**src/design/essr_pkg.sv**
```systemverilog
// ----------------------------------------------------------------------------
// essr_pkg
// Types and constants shared by the speed step regulator modules.
// ----------------------------------------------------------------------------
package essr_pkg;

  // Divider datapath
  localparam int unsigned DivW  = 32;
  localparam int unsigned StepW = $clog2(DivW + 1);

  // Field widths
  localparam int unsigned SpeedW = 13;  // measured speed never exceeds 2^32 / 1e6
  localparam int unsigned FreqW  = 24;  // 10000000 / period fits 24 bits
  localparam int unsigned SlotsW = 28;  // slots_per_turn * 1000000

  // Arithmetic constants
  localparam logic [FreqW-1:0]  FreqNum      = 24'd10000000;
  localparam logic [11:0]       PiMilli      = 12'd3142;
  localparam logic [19:0]       SpeedScale   = 20'd1000000;
  localparam logic [3:0]        LimitScale   = 4'd10;
  localparam logic [15:0]       DutyFull     = 16'd1000;
  localparam logic [StepW-1:0]  FreqSteps    = StepW'(FreqW);
  localparam logic [StepW-1:0]  SpeedSteps   = StepW'(DivW);

  // Ramp constants
  localparam logic [7:0]  HoldMax      = 8'd255;
  localparam logic [7:0]  UpSlowHold   = 8'd3;
  localparam logic [7:0]  DownSlowHold = 8'd5;
  localparam logic [7:0]  FastHold     = 8'd15;
  localparam logic [12:0] FastStep     = 13'd10;

  // Item modes
  localparam logic [2:0] ModeTick    = 3'd0;
  localparam logic [2:0] ModeUp      = 3'd1;
  localparam logic [2:0] ModeDown    = 3'd2;
  localparam logic [2:0] ModeRelease = 3'd3;
  localparam logic [2:0] ModeOff     = 3'd4;

  // Configuration register indexes
  localparam logic [2:0] CfgMaxSpeed   = 3'd0;
  localparam logic [2:0] CfgMinSpeed   = 3'd1;
  localparam logic [2:0] CfgDutyMin    = 3'd2;
  localparam logic [2:0] CfgDutyMax    = 3'd3;
  localparam logic [2:0] CfgWheelDiam  = 3'd4;
  localparam logic [2:0] CfgSlots      = 3'd5;
  localparam logic [2:0] CfgCurrentThr = 3'd6;

  typedef enum logic [3:0] {
    StIdle,
    StTick,
    StDiv1,
    StMul1,
    StMul2,
    StDiv2,
    StUpdate,
    StExec,
    StDone
  } state_e;

  typedef struct packed {
    logic             start;
    logic [DivW-1:0]  dividend;
    logic [DivW-1:0]  divisor;
    logic [StepW-1:0] steps;
  } div_req_t;

  typedef struct packed {
    logic            done;
    logic [DivW-1:0] quotient;
  } div_rsp_t;

  typedef struct packed {
    logic up;
    logic down;
    logic release_hold;
  } setpt_cmd_t;

endpackage

```
**src/design/essr_div.sv**
```systemverilog
// ----------------------------------------------------------------------------
// essr_div
// Shared restoring divider, one quotient bit per cycle.
// ----------------------------------------------------------------------------
module essr_div (
  input  logic               clk_i,
  input  logic               rst_ni,
  input  essr_pkg::div_req_t req_i,
  output essr_pkg::div_rsp_t rsp_o
);

  logic                         busy_q, busy_d;
  logic                         done_q, done_d;
  logic [essr_pkg::StepW-1:0]   cnt_q, cnt_d;
  logic [essr_pkg::DivW-1:0]    rem_q, rem_d;
  logic [essr_pkg::DivW-1:0]    quo_q, quo_d;
  logic [essr_pkg::DivW-1:0]    dvs_q, dvs_d;
  logic [essr_pkg::DivW:0]      trial;
  logic [essr_pkg::DivW:0]      diff;
  logic                         fits;

  always_comb begin
    trial  = {rem_q, quo_q[essr_pkg::DivW-1]};
    diff   = trial - {1'b0, dvs_q};
    fits   = (trial >= {1'b0, dvs_q});
    busy_d = busy_q;
    done_d = 1'b0;
    cnt_d  = cnt_q;
    rem_d  = rem_q;
    quo_d  = quo_q;
    dvs_d  = dvs_q;
    if (req_i.start) begin
      busy_d = 1'b1;
      cnt_d  = req_i.steps;
      rem_d  = '0;
      quo_d  = req_i.dividend;
      dvs_d  = req_i.divisor;
    end else if (busy_q) begin
      // shift in next dividend bit, subtract if it fits
      rem_d = fits ? diff[essr_pkg::DivW-1:0] : trial[essr_pkg::DivW-1:0];
      quo_d = {quo_q[essr_pkg::DivW-2:0], fits};
      cnt_d = cnt_q - essr_pkg::StepW'(1);
      if (cnt_q == essr_pkg::StepW'(1)) begin
        busy_d = 1'b0;
        done_d = 1'b1;
      end
    end
  end

  always_ff @(posedge clk_i or negedge rst_ni) begin
    if (!rst_ni) begin
      busy_q <= 1'b0;
      done_q <= 1'b0;
      cnt_q  <= '0;
    end else begin
      busy_q <= busy_d;
      done_q <= done_d;
      cnt_q  <= cnt_d;
    end
  end

  always_ff @(posedge clk_i) begin
    rem_q <= rem_d;
    quo_q <= quo_d;
    dvs_q <= dvs_d;
  end

  assign rsp_o.done     = done_q;
  assign rsp_o.quotient = quo_q;

endmodule

```
**src/design/essr_setpt.sv**
```systemverilog
// ----------------------------------------------------------------------------
// essr_setpt
// Speed setpoint ramp with hold-count acceleration.
// ----------------------------------------------------------------------------
module essr_setpt (
  input  logic                 clk_i,
  input  logic                 rst_ni,
  input  essr_pkg::setpt_cmd_t cmd_i,
  input  logic [11:0]          max_speed_i,
  input  logic [11:0]          min_speed_i,
  output logic [11:0]          setpoint_o
);

  logic [11:0] sp_q, sp_d;
  logic [7:0]  hold_q, hold_d;
  logic [12:0] sp_w, mx_w, mn_w;
  logic [7:0]  hold_inc;

  always_comb begin
    sp_w     = {1'b0, sp_q};
    mx_w     = {1'b0, max_speed_i};
    mn_w     = {1'b0, min_speed_i};
    hold_inc = (hold_q == essr_pkg::HoldMax) ? hold_q : hold_q + 8'd1;
    sp_d     = sp_q;
    hold_d   = hold_q;
    if (cmd_i.up) begin
      if (hold_q == 8'd0 && sp_w < mx_w) begin
        sp_d   = sp_q + 12'd1;
        hold_d = hold_inc;
      end else if (hold_q inside {[8'd1 : essr_pkg::UpSlowHold]}) begin
        hold_d = hold_inc;
      end else if (hold_q > essr_pkg::UpSlowHold && hold_q <= essr_pkg::FastHold
                   && sp_w < mx_w) begin
        sp_d   = sp_q + 12'd1;
        hold_d = hold_inc;
      end else if (hold_q > essr_pkg::FastHold && sp_w + essr_pkg::FastStep < mx_w) begin
        sp_d   = 12'(sp_w + essr_pkg::FastStep);
        hold_d = hold_inc;
      end else if (hold_q > essr_pkg::FastHold && sp_w < mx_w) begin
        sp_d   = sp_q + 12'd1;
        hold_d = hold_inc;
      end
    end else if (cmd_i.down) begin
      if (hold_q == 8'd0 && sp_w > mn_w) begin
        sp_d   = sp_q - 12'd1;
        hold_d = hold_inc;
      end else if (hold_q inside {[8'd1 : essr_pkg::DownSlowHold]}) begin
        hold_d = hold_inc;
      end else if (hold_q > essr_pkg::DownSlowHold && hold_q <= essr_pkg::FastHold
                   && sp_w > mn_w) begin
        sp_d   = sp_q - 12'd1;
        hold_d = hold_inc;
      end else if (hold_q > essr_pkg::FastHold && sp_w > mn_w + essr_pkg::FastStep) begin
        sp_d   = 12'(sp_w - essr_pkg::FastStep);
        hold_d = hold_inc;
      end else if (hold_q > essr_pkg::FastHold && sp_w > mn_w) begin
        sp_d   = sp_q - 12'd1;
        hold_d = hold_inc;
      end
    end else if (cmd_i.release_hold) begin
      hold_d = 8'd0;
    end
  end

  always_ff @(posedge clk_i or negedge rst_ni) begin
    if (!rst_ni) begin
      sp_q   <= 12'd0;
      hold_q <= 8'd0;
    end else begin
      sp_q   <= sp_d;
      hold_q <= hold_d;
    end
  end

  assign setpoint_o = sp_q;

endmodule

```
**src/design/encoder_speed_step_regulator_core.sv**
```systemverilog
// ----------------------------------------------------------------------------
// encoder_speed_step_regulator_core
// DC motor speed regulator: encoder speed measure, PWM compare, duty stepping.
// ----------------------------------------------------------------------------
// A measuring control tick passes twice through the shared bit-serial divider
//   (24 + 32 steps) on its way from input beat to result.
// One item is in flight at a time; the input is ready again the cycle after
//   the result is parked in the output register.
// Reset: all regulator state clears, configuration takes its default values.
// ----------------------------------------------------------------------------
module encoder_speed_step_regulator_core (
  input  logic        clk_i,
  input  logic        rst_ni,
  // configuration write channel
  input  logic        cfg_valid_i,
  output logic        cfg_ready_o,
  input  logic [2:0]  cfg_index_i,
  input  logic [15:0] cfg_data_i,
  // input items
  input  logic        in_valid_i,
  output logic        in_ready_o,
  input  logic [2:0]  mode_i,
  input  logic [15:0] capture_period_i,
  input  logic [15:0] motor_current_i,
  // result items
  output logic        out_valid_o,
  input  logic        out_ready_i,
  output logic [15:0] pwm_compare_o,
  output logic [9:0]  duty_now_o,
  output logic [15:0] measured_speed_o,
  output logic [11:0] target_speed_o,
  output logic        running_o
);

  // --------------------------------------------------------------------------
  // Compare load: d = 1000 - duty (16-bit wrap); inside the duty window the
  // compare becomes 2d-1, at d == 0 it becomes 0, otherwise it holds.
  // --------------------------------------------------------------------------
  function automatic logic [15:0] load_compare(input logic [9:0]  d_in,
                                               input logic [15:0] cur,
                                               input logic [9:0]  dmin,
                                               input logic [9:0]  dmax);
    logic [15:0] d;
    logic [15:0] res;
    d   = essr_pkg::DutyFull - {6'd0, d_in};
    res = cur;
    if (d > {6'd0, dmin} && d <= {6'd0, dmax}) begin
      res = {d[14:0], 1'b0} - 16'd1;
    end else if (d == 16'd0) begin
      res = 16'd0;
    end
    return res;
  endfunction

  // configuration registers
  logic [11:0] max_speed_q, min_speed_q;
  logic [9:0]  duty_min_q, duty_max_q;
  logic [7:0]  wheel_diam_q, slots_q;
  logic [15:0] current_thr_q;

  // sequencer and latched item
  essr_pkg::state_e state_q, state_d;
  logic [2:0]  mode_q, mode_d;
  logic [15:0] period_q, period_d;
  logic [15:0] current_q, current_d;

  // regulator state
  logic [9:0]                   duty_q, duty_d;
  logic [essr_pkg::SpeedW-1:0]  speed_q, speed_d;
  logic                         en_q, en_d;
  logic                         run_q, run_d;
  logic [15:0]                  cmp_q, cmp_d;

  // measurement intermediates
  logic [essr_pkg::FreqW-1:0]   freq_q, freq_d;
  logic [essr_pkg::DivW-1:0]    prod_q, prod_d;
  logic [essr_pkg::SlotsW-1:0]  dvs_q, dvs_d;

  // output register
  logic                         out_valid_q, out_valid_d;
  logic [15:0]                  out_cmp_q;
  logic [9:0]                   out_duty_q;
  logic [essr_pkg::SpeedW-1:0]  out_speed_q;
  logic [11:0]                  out_sp_q;
  logic                         out_run_q;
  logic                         out_load;

  essr_pkg::div_req_t   div_req;
  essr_pkg::div_rsp_t   div_rsp;
  essr_pkg::setpt_cmd_t setpt_cmd;
  logic [11:0]          setpoint;

  logic                 accept;
  logic                 en_tick;
  logic                 meas_go;
  logic [15:0]          speed_limit;
  logic [essr_pkg::SpeedW-1:0] sp_w;

  assign cfg_ready_o = 1'b1;
  assign in_ready_o  = (state_q == essr_pkg::StIdle);
  assign accept      = in_valid_i && in_ready_o;

  // Measuring latches on once the current crosses the threshold; the divide
  // chain only runs with a nonzero period and a nonzero slot count.
  assign en_tick     = en_q || (current_q > current_thr_q);
  assign meas_go     = en_tick && (period_q != 16'd0) && (slots_q != 8'd0);
  assign speed_limit = {4'd0, max_speed_q} * {12'd0, essr_pkg::LimitScale};
  assign out_load    = (state_q == essr_pkg::StDone) && (!out_valid_q || out_ready_i);
  assign sp_w        = {1'b0, setpoint};

  // --------------------------------------------------------------------------
  // Configuration registers
  // --------------------------------------------------------------------------
  always_ff @(posedge clk_i or negedge rst_ni) begin
    if (!rst_ni) begin
      max_speed_q   <= 12'd100;
      min_speed_q   <= 12'd0;
      duty_min_q    <= 10'd0;
      duty_max_q    <= 10'd1000;
      wheel_diam_q  <= 8'd10;
      slots_q       <= 8'd20;
      current_thr_q <= 16'd300;
    end else if (cfg_valid_i && cfg_ready_o) begin
      case (cfg_index_i)
        essr_pkg::CfgMaxSpeed:   max_speed_q   <= cfg_data_i[11:0];
        essr_pkg::CfgMinSpeed:   min_speed_q   <= cfg_data_i[11:0];
        essr_pkg::CfgDutyMin:    duty_min_q    <= cfg_data_i[9:0];
        essr_pkg::CfgDutyMax:    duty_max_q    <= cfg_data_i[9:0];
        essr_pkg::CfgWheelDiam:  wheel_diam_q  <= cfg_data_i[7:0];
        essr_pkg::CfgSlots:      slots_q       <= cfg_data_i[7:0];
        essr_pkg::CfgCurrentThr: current_thr_q <= cfg_data_i;
        default: ;
      endcase
    end
  end

  // --------------------------------------------------------------------------
  // Next state
  // --------------------------------------------------------------------------
  always_comb begin
    state_d = state_q;
    case (state_q)
      essr_pkg::StIdle: begin
        if (accept) begin
          state_d = (mode_i == essr_pkg::ModeTick) ? essr_pkg::StTick : essr_pkg::StExec;
        end
      end
      essr_pkg::StTick:   state_d = meas_go ? essr_pkg::StDiv1 : essr_pkg::StUpdate;
      essr_pkg::StDiv1:   if (div_rsp.done) state_d = essr_pkg::StMul1;
      essr_pkg::StMul1:   state_d = essr_pkg::StMul2;
      essr_pkg::StMul2:   state_d = essr_pkg::StDiv2;
      essr_pkg::StDiv2:   if (div_rsp.done) state_d = essr_pkg::StUpdate;
      essr_pkg::StUpdate: state_d = essr_pkg::StDone;
      essr_pkg::StExec:   state_d = essr_pkg::StDone;
      essr_pkg::StDone:   if (out_load) state_d = essr_pkg::StIdle;
      default:            state_d = essr_pkg::StIdle;
    endcase
  end

  // --------------------------------------------------------------------------
  // Datapath and unit commands per state
  // --------------------------------------------------------------------------
  always_comb begin
    mode_d    = mode_q;
    period_d  = period_q;
    current_d = current_q;
    duty_d    = duty_q;
    speed_d   = speed_q;
    en_d      = en_q;
    run_d     = run_q;
    cmp_d     = cmp_q;
    freq_d    = freq_q;
    prod_d    = prod_q;
    dvs_d     = dvs_q;
    div_req   = '0;
    setpt_cmd = '0;
    case (state_q)
      essr_pkg::StIdle: begin
        if (accept) begin
          mode_d    = mode_i;
          period_d  = capture_period_i;
          current_d = motor_current_i;
        end
      end
      essr_pkg::StTick: begin
        // first tick after off: start running and drop the old speed
        if (!run_q) begin
          cmp_d   = load_compare(10'd0, cmp_q, duty_min_q, duty_max_q);
          run_d   = 1'b1;
          speed_d = '0;
        end
        en_d = en_tick;
        if (meas_go) begin
          // 10000000 / period; dividend left-aligned so only 24 steps run
          div_req.start    = 1'b1;
          div_req.dividend = {essr_pkg::FreqNum, 8'd0};
          div_req.divisor  = {16'd0, period_q};
          div_req.steps    = essr_pkg::FreqSteps;
        end
      end
      essr_pkg::StDiv1: begin
        if (div_rsp.done) begin
          freq_d = div_rsp.quotient[essr_pkg::FreqW-1:0];
        end
      end
      essr_pkg::StMul1: begin
        // product wraps at 32 bits
        prod_d = {8'd0, freq_q} * {20'd0, essr_pkg::PiMilli};
        dvs_d  = {20'd0, slots_q} * {8'd0, essr_pkg::SpeedScale};
      end
      essr_pkg::StMul2: begin
        // both nested divisions fold into one divide by slots * 1e6
        div_req.start    = 1'b1;
        div_req.dividend = prod_q * {24'd0, wheel_diam_q};
        div_req.divisor  = {4'd0, dvs_q};
        div_req.steps    = essr_pkg::SpeedSteps;
      end
      essr_pkg::StDiv2: begin
        // drop an over-limit reading
        if (div_rsp.done && div_rsp.quotient <= {16'd0, speed_limit}) begin
          speed_d = div_rsp.quotient[essr_pkg::SpeedW-1:0];
        end
      end
      essr_pkg::StUpdate: begin
        cmp_d = load_compare(duty_q, cmp_q, duty_min_q, duty_max_q);
        if (speed_q < sp_w && ({1'b0, duty_q} + 11'd3) < {1'b0, duty_max_q}) begin
          duty_d = duty_q + 10'd3;
        end else if (speed_q <= sp_w && duty_q < duty_max_q) begin
          duty_d = duty_q + 10'd1;
        end else if (speed_q > sp_w && {1'b0, duty_q} > ({1'b0, duty_min_q} + 11'd2)) begin
          duty_d = duty_q - 10'd2;
        end else if (duty_q == 10'd0 || duty_q > duty_max_q) begin
          speed_d = '0;
          duty_d  = 10'd0;
        end
      end
      essr_pkg::StExec: begin
        case (mode_q)
          essr_pkg::ModeUp:      setpt_cmd.up           = 1'b1;
          essr_pkg::ModeDown:    setpt_cmd.down         = 1'b1;
          essr_pkg::ModeRelease: setpt_cmd.release_hold = 1'b1;
          essr_pkg::ModeOff: begin
            // switch off: setpoint and hold count survive
            speed_d = '0;
            en_d    = 1'b0;
            duty_d  = 10'd0;
            cmp_d   = load_compare(10'd0, cmp_q, duty_min_q, duty_max_q);
            run_d   = 1'b0;
          end
          default: ;
        endcase
      end
      default: ;
    endcase
  end

  // result beat: park the state snapshot, hold until taken
  always_comb begin
    out_valid_d = out_valid_q;
    if (out_load) begin
      out_valid_d = 1'b1;
    end else if (out_ready_i) begin
      out_valid_d = 1'b0;
    end
  end

  always_ff @(posedge clk_i or negedge rst_ni) begin
    if (!rst_ni) begin
      state_q     <= essr_pkg::StIdle;
      duty_q      <= 10'd0;
      speed_q     <= '0;
      en_q        <= 1'b0;
      run_q       <= 1'b0;
      cmp_q       <= 16'd0;
      out_valid_q <= 1'b0;
    end else begin
      state_q     <= state_d;
      duty_q      <= duty_d;
      speed_q     <= speed_d;
      en_q        <= en_d;
      run_q       <= run_d;
      cmp_q       <= cmp_d;
      out_valid_q <= out_valid_d;
    end
  end

  always_ff @(posedge clk_i) begin
    mode_q    <= mode_d;
    period_q  <= period_d;
    current_q <= current_d;
    freq_q    <= freq_d;
    prod_q    <= prod_d;
    dvs_q     <= dvs_d;
    if (out_load) begin
      out_cmp_q   <= cmp_q;
      out_duty_q  <= duty_q;
      out_speed_q <= speed_q;
      out_sp_q    <= setpoint;
      out_run_q   <= run_q;
    end
  end

  // --------------------------------------------------------------------------
  // Shared divider and setpoint ramp
  // --------------------------------------------------------------------------
  essr_div u_div (
    .clk_i  (clk_i),
    .rst_ni (rst_ni),
    .req_i  (div_req),
    .rsp_o  (div_rsp)
  );

  essr_setpt u_setpt (
    .clk_i       (clk_i),
    .rst_ni      (rst_ni),
    .cmd_i       (setpt_cmd),
    .max_speed_i (max_speed_q),
    .min_speed_i (min_speed_q),
    .setpoint_o  (setpoint)
  );

  assign out_valid_o      = out_valid_q;
  assign pwm_compare_o    = out_cmp_q;
  assign duty_now_o       = out_duty_q;
  assign measured_speed_o = {3'd0, out_speed_q};
  assign target_speed_o   = out_sp_q;
  assign running_o        = out_run_q;

endmodule

```
**config.mk**
```make
export PLATFORM = sky130hd
export DESIGN_NAME = encoder_speed_step_regulator_core
export DESIGN_NICKNAME = d
export VERILOG_FILES = /design/src/design/essr_pkg.sv /design/src/design/essr_div.sv /design/src/design/essr_setpt.sv /design/src/design/encoder_speed_step_regulator_core.sv
export SDC_FILE = /design/constraint.sdc
export NUM_CORES = 2
export LEC_CHECK = 0
export ABC_CLOCK_PERIOD_IN_PS = 7900
export BUFFER_PORTS_ARGS = -buffer_cell sky130_fd_sc_hd__buf_2
export CAP_MARGIN = 20
export CORE_ASPECT_RATIO = 1.25
export CORE_UTILIZATION = 50
export CTS_BUF_LIST = sky130_fd_sc_hd__clkbuf_8
export CTS_CLUSTER_DIAMETER = 150
export DETAILED_ROUTE_END_ITERATION = 10
export PLACE_DENSITY = 0.68
export REMOVE_ABC_BUFFERS = 1
export SETUP_SLACK_MARGIN = 0.02
export SLEW_MARGIN = 20
export SYNTH_ARGS = -nofsm -noshare
export SYNTH_HDL_FRONTEND = slang
export SYNTH_SLANG_ARGS = --single-unit
export TNS_END_PERCENT = 50
```
**constraint.sdc**
```tcl
create_clock -name clk_i -period 7.9 [get_ports clk_i]
set_input_delay 1.58 -clock clk_i [delete_from_list [all_inputs] [get_ports clk_i]]
set_output_delay 1.58 -clock clk_i [all_outputs]
set_load 0.05 [all_outputs]
```
==> Word-level counts from Yosys, hierarchy flattened <==
Index checks and enable logic that the tools add are counted.
{ "word_totals": {"out_inout_bits": 58, "word_cells": 250, "ramBits": 0, "reg_bits": 410, "in_bits": 59, "rom_bits": 0, "mem_count": 0, "latchBits": 0} }
{ "op_classes": {"addsub": 15, "n_eq_ne": 38, "n_div": 0, "mul": 4, "reduce_logical": 60, "n_shift": 0, "muxes": 75, "bitwise_logic": 0, "n_lt_le_gt_ge": 25} }
{ "op_table": {"columns": ["op", "n"], "rows": [
  ["$mux W12", 12],
  ["$pmux W71 S2", 1],
  ["$mux W8", 14],
  ["$mux W32", 3],
  ["$mux W13", 7],
  ["$mux W16", 5],
  ["$mux W71", 1],
  ["$pmux W13 S4", 1],
  ["$mux W10", 5],
  ["$pmux W16 S3", 1],
  ["$ge A33 B32 Y1", 1],
  ["$le A32 B16 Y1", 1],
  ["$pmux W4 S8", 1],
  ["$sub A32 B32 Y32", 1],
  ["$mul A24 B11 Y31 const B", 1],
  ["$mul A31 B8 Y31", 1],
  ["$add A12 B4 Y13 const B", 2],
  ["$lt A13 B12 Y1", 2],
  ["$add A10 B2 Y11 const B", 2],
  ["$logic_and A1 B1 Y1", 22],
  ["$mul A8 B14 Y22 const B", 1],
  ["$pmux W10 S2", 1],
  ["$reduce_and A2 Y1", 10],
  ["$eq A4 B3 Y1 const B", 4],
  ["other kinds (71)", 117]
]} }

==> Longest topological paths before layout <==
{ "depth": {"ltp_word": 9, "ltp_mapped": 23, "ltp_nobuf": 22} }

==> By module <==
Synthesis repeated with hierarchy kept, for this count alone.
{ "unflattened": {"cells_unflattened": 3545, "area_unflattened_um2": 35151.2} }
{ "modules_own_cells": {"columns": ["module", "area_per_inst_um2", "instances", "cells_per_inst", "seq_area_each_um2"], "rows": [
  ["encoder_speed_step_regulator_core", 25822.3, 1, 2537, 7833.8],
  ["essr_div", 6198.4, 1, 626, 2762.6],
  ["essr_setpt", 3130.5, 1, 382, 500.5]
]} }

==> Worst setup path after synthesis <==
OpenSTA, ideal clock, no wires.
{ "synth_path": {"path_type": "flip-flop to flip-flop", "start": "register wheel_diam_q[3]", "end": "register u_div.quo_q[31] (netlist name) (data pin)", "arrival_time_ns": 5.436, "slack_ns": 2.187, "n_path_buf": 2, "synth_period_minus_slack_ns": 5.713, "stages_incl_launch_ff": 21, "required_time_ns": 7.623, "setup_ns": 0.277, "path_cell_list": "dfstp_2 > clkbuf_1 > clkbuf_1 > and2_1 > fa_1 > fa_1 > fa_1 > inv_1 > fa_1 > inv_1 > ha_1 > a211oi_1 > o21ai_0 > a211oi_2 > o31ai_2 > a311oi_2 > o31ai_2 > a211o_1 > a21oi_2 > mux2i_1 > o211ai_1"} }
{ "synth_via": {"elab_chain_len": 3} }
{ "synth_lines": {"columns": ["element", "line", "source"], "rows": [
  ["start, declared", "encoder_speed_step_regulator_core.sv:58", "logic [7:0] wheel_diam_q, slots_q;"],
  ["start signal, assigned", "encoder_speed_step_regulator_core.sv:129", "essr_pkg::CfgWheelDiam: wheel_diam_q <= cfg_data_i[7:0];"],
  ["$mul A31 B8 Y31", "encoder_speed_step_regulator_core.sv:214", "div_req.dividend = prod_q * {24'd0, wheel_diam_q};"],
  ["$pmux W71 S2", "encoder_speed_step_regulator_core.sv:177", "case (state_q)"],
  ["$mux W32", "essr_div.sv:32", "if (req_i.start) begin"],
  ["via u_div.quo_d, one bit", "essr_div.sv:16", "logic [essr_pkg::DivW-1:0] quo_q, quo_d;"],
  ["end signal, assigned", "essr_div.sv:64", "quo_q <= quo_d;"],
  ["end, declared", "essr_div.sv:16", null]
]} }
The timed path passes the listed nets, and every way through them passes these cells.
A chain may end at the register's enable or synchronous reset.

==> Worst setup path in the final report <==
{ "layout_path": {"start": "register wheel_diam_q[3]", "end": "register u_div.quo_q[30] (netlist name) (data pin)"} }
Same word-level chain as after synthesis.

==> out/qor.txt <==
N_diodes - 0
Clock-pin slew of the registers on the worst-case setup and hold paths - 70 ps
Worst Path Arrival - 6760 ps
Share of post-route cells with drive strength above 1 - 9.98%
CP max FO - 29
RSZ-0062 raised after global routing - false
Hold_buf cts - 0
Core area - 67100 µm²
Avg Cell Area, Syn - 9.89 µm²
Slew headroom - 28.4%
Most common cell in the netlist - inv_1
Ys flop type - edfxtp_1
Setup crit start kind - register
Seq/Total Area, Yosys - 32.3%
Rows - 106
FFs w/ async S/R, synth - 36.8%
Wire per inst - 18.8 µm
CTS tree - done
Cell taking the most area after synthesis - edfxtp_1
Final period utilization - 79.8%
Multi-input logic area - 20700 µm²
Count of cell types in the netlist - 99
Req. time, crit path - 8360 ps
Register Area - 11000 µm²
Clk root buf - clkbuf_8
Fmax - 0.159 GHz
Post-CTS Setup Bufs - 0
Syn Inst Count - 3438
First-pass GRT wire length - 135000 µm
Status - finished, final reports clean
Fill cells - 6060
TritonCTS Buffers - 72
Via density - 5.56
Die Y-Extent - 294 µm
Period minus WS final - 6300 ps
Final setup TNS - 0 ps
Critical path class - reg -> reg
Vias in the first global route - 25.3k
DRT Pass-1 Iters - 5
RD Place Congestion - 0.934
Vias - 24.9k
DRC viols - 0
Share of the synthesized area in the top cell type - 19.5%
Setup Skew - 50.3 ps
Seq cells post-synth - 400
DR iter-0 viols - 1253
CTS Sinks - 400
List of most frequent post-synthesis cells - inv_1 (534), ha_1 (395), edfxtp_1 (221), fa_1 (221), nand2_1 (206)
Synth-to-Final Area Change - 8.84%
Worst Setup End Kind - register
Post-DP HPWL - 63200 µm
H-tree depth - 3
Pin count of the biggest net entering global routing - 87
Clk_lat worst skew - 720 ps
Chip Width - 235 µm
Total GRT Usage - 24.8%
Routed WL - 83900 µm
Worst-Margin Slew - 1070 ps
HP Class - reg -> reg
Synthesized area - 34000 µm²
ANT nets after route - 0
Number of synthesized flops with an enable pin - 221
Initial Util - 50.7%
Final net count - 4223
Synth warnings - 0
Endpoints failing hold - 0
Max Cap Violations - 0
Remaining Overflow, GRT - 0
Max-slew violations - 0
Top cells by area, synth - edfxtp_1 (20%), ha_1 (15%), fa_1 (13%), dfrtp_1 (9.6%), inv_1 (5.9%)
I/O Buffers - 112
Antenna violations before repair - 2
CTS Buffer Depth - 3
Setup violators final - 0
Die area - 69100 µm²
PostCTS Resize Cnt - 0
I/O pins - 117
==> flip-flops by register name (all words and copies together) (netlist names), 22 cells and up <==
register,count
u_div.dvs_q,28
u_div.quo_q,32
dvs_q,22
prod_q,31
freq_q,24
u_div.rem_q,32
==> logic make-up (layout without fill, tap and decap cells) <==
family / count (synthesis) / count (layout) / share of synthesized area, %
and+or+nand+nor: 865 / 865 / 13.2
AOI/OAI and AO/OA: 676 / 676 / 13.1
xor gates and xnor gates: 174 / 174 / 4.48
DFF: 400 / 400 / 32.3
other: 2 / 4 / 0.0221
adders and majority gates: 616 / 616 / 27.5
muxes: 67 / 67 / 2.15
buffers and inverters: 638 / 806 / 7.22
==> area by class of cell <==
| type | count | area share [%] |
|---|---|---|
| clock buffers | 82 | 3.05 |
| clock inverters | 52 | 1.13 |
| inverters | 537 | 5.45 |
| multi-input cells | 2402 | 55.8 |
| flip-flops and latches | 400 | 29.7 |
| well taps | 864 | 2.92 |
| repair buffers | 135 | 2.00 |
==> metrics by stage <==
| step | setup slack (ps) | utilization, % | hold slack (ps) | cells | instance area (µm²) |
|---|---|---|---|---|---|
| floorplan | 2410 | - | 425 | 3339 | 33600 |
| global placement | 1700 | 52.8 | 432 | 4338 | 35500 |
| detailed placement | 1620 | 52.8 | 432 | 4338 | 35500 |
| CTS | 1650 | 55.1 | 449 | 4472 | 37000 |
| global route | 1260 | 55.2 | 453 | 4472 | 37000 |
| finish | 1600 | 55.2 | 451 | 4472 | 37000 |
==> routing by layer <==
| metal | global-route usage (%) | vias to the layer above | share of wire [%] |
|---|---|---|---|
| met5 | 0 | - | 0.013 |
| met4 | 10.2 | 2 | 3.6 |
| met3 | 3.11 | 184 | 3.8 |
| met2 | 43.7 | 562 | 50 |
| met1 | 30.7 | 12200 | 43 |
| li1 | - | 12000 | - |
==> final timing paths <==
path / start / endpoint / slack (ps) / cells past startpoint
min in group asynchronous: rst_ni / speed_q[12] / 1000 / 1
min reg2reg: cmp_q[10] / pwm_compare_o[10] / 450 / 0
min: cmp_q[10] / pwm_compare_o[10] / 450 / 0
max in group asynchronous: rst_ni / u_div.busy_q / 5460 / 2
max reg2reg: wheel_diam_q[3] / u_div.quo_q[30] / 1600 / 18
max: wheel_diam_q[3] / u_div.quo_q[30] / 1600 / 18
==> layout by cell type (no fill, tap or decap), drive strengths merged, types with 130 or more instances in the layout <==
master	instances
xnor2	132
o21ai	180
edfxtp	221
fa	221
buf	135
dfrtp	130
inv	561
nor2	167
ha	395
and2	185
nand2	207
a21oi	166
==> critical path: stages (launching register included) <==
cell,delay (ps)
dfstp_2,950
and2_1,250
fa_1,440
fa_1,490
fa_1,560
inv_1,60
fa_1,530
inv_1,40
ha_1,360
a211o_1,350
a21boi_2,210
a2111oi_4,120
a2111oi_2,490
nor2_2,120
a31oi_1,320
a21oi_1,160
a21oi_1,200
nor4b_1,60
or3_1,350
Power is not shown: default switching activity piles up to over one toggle a cycle in this logic, so the estimate is an artifact.
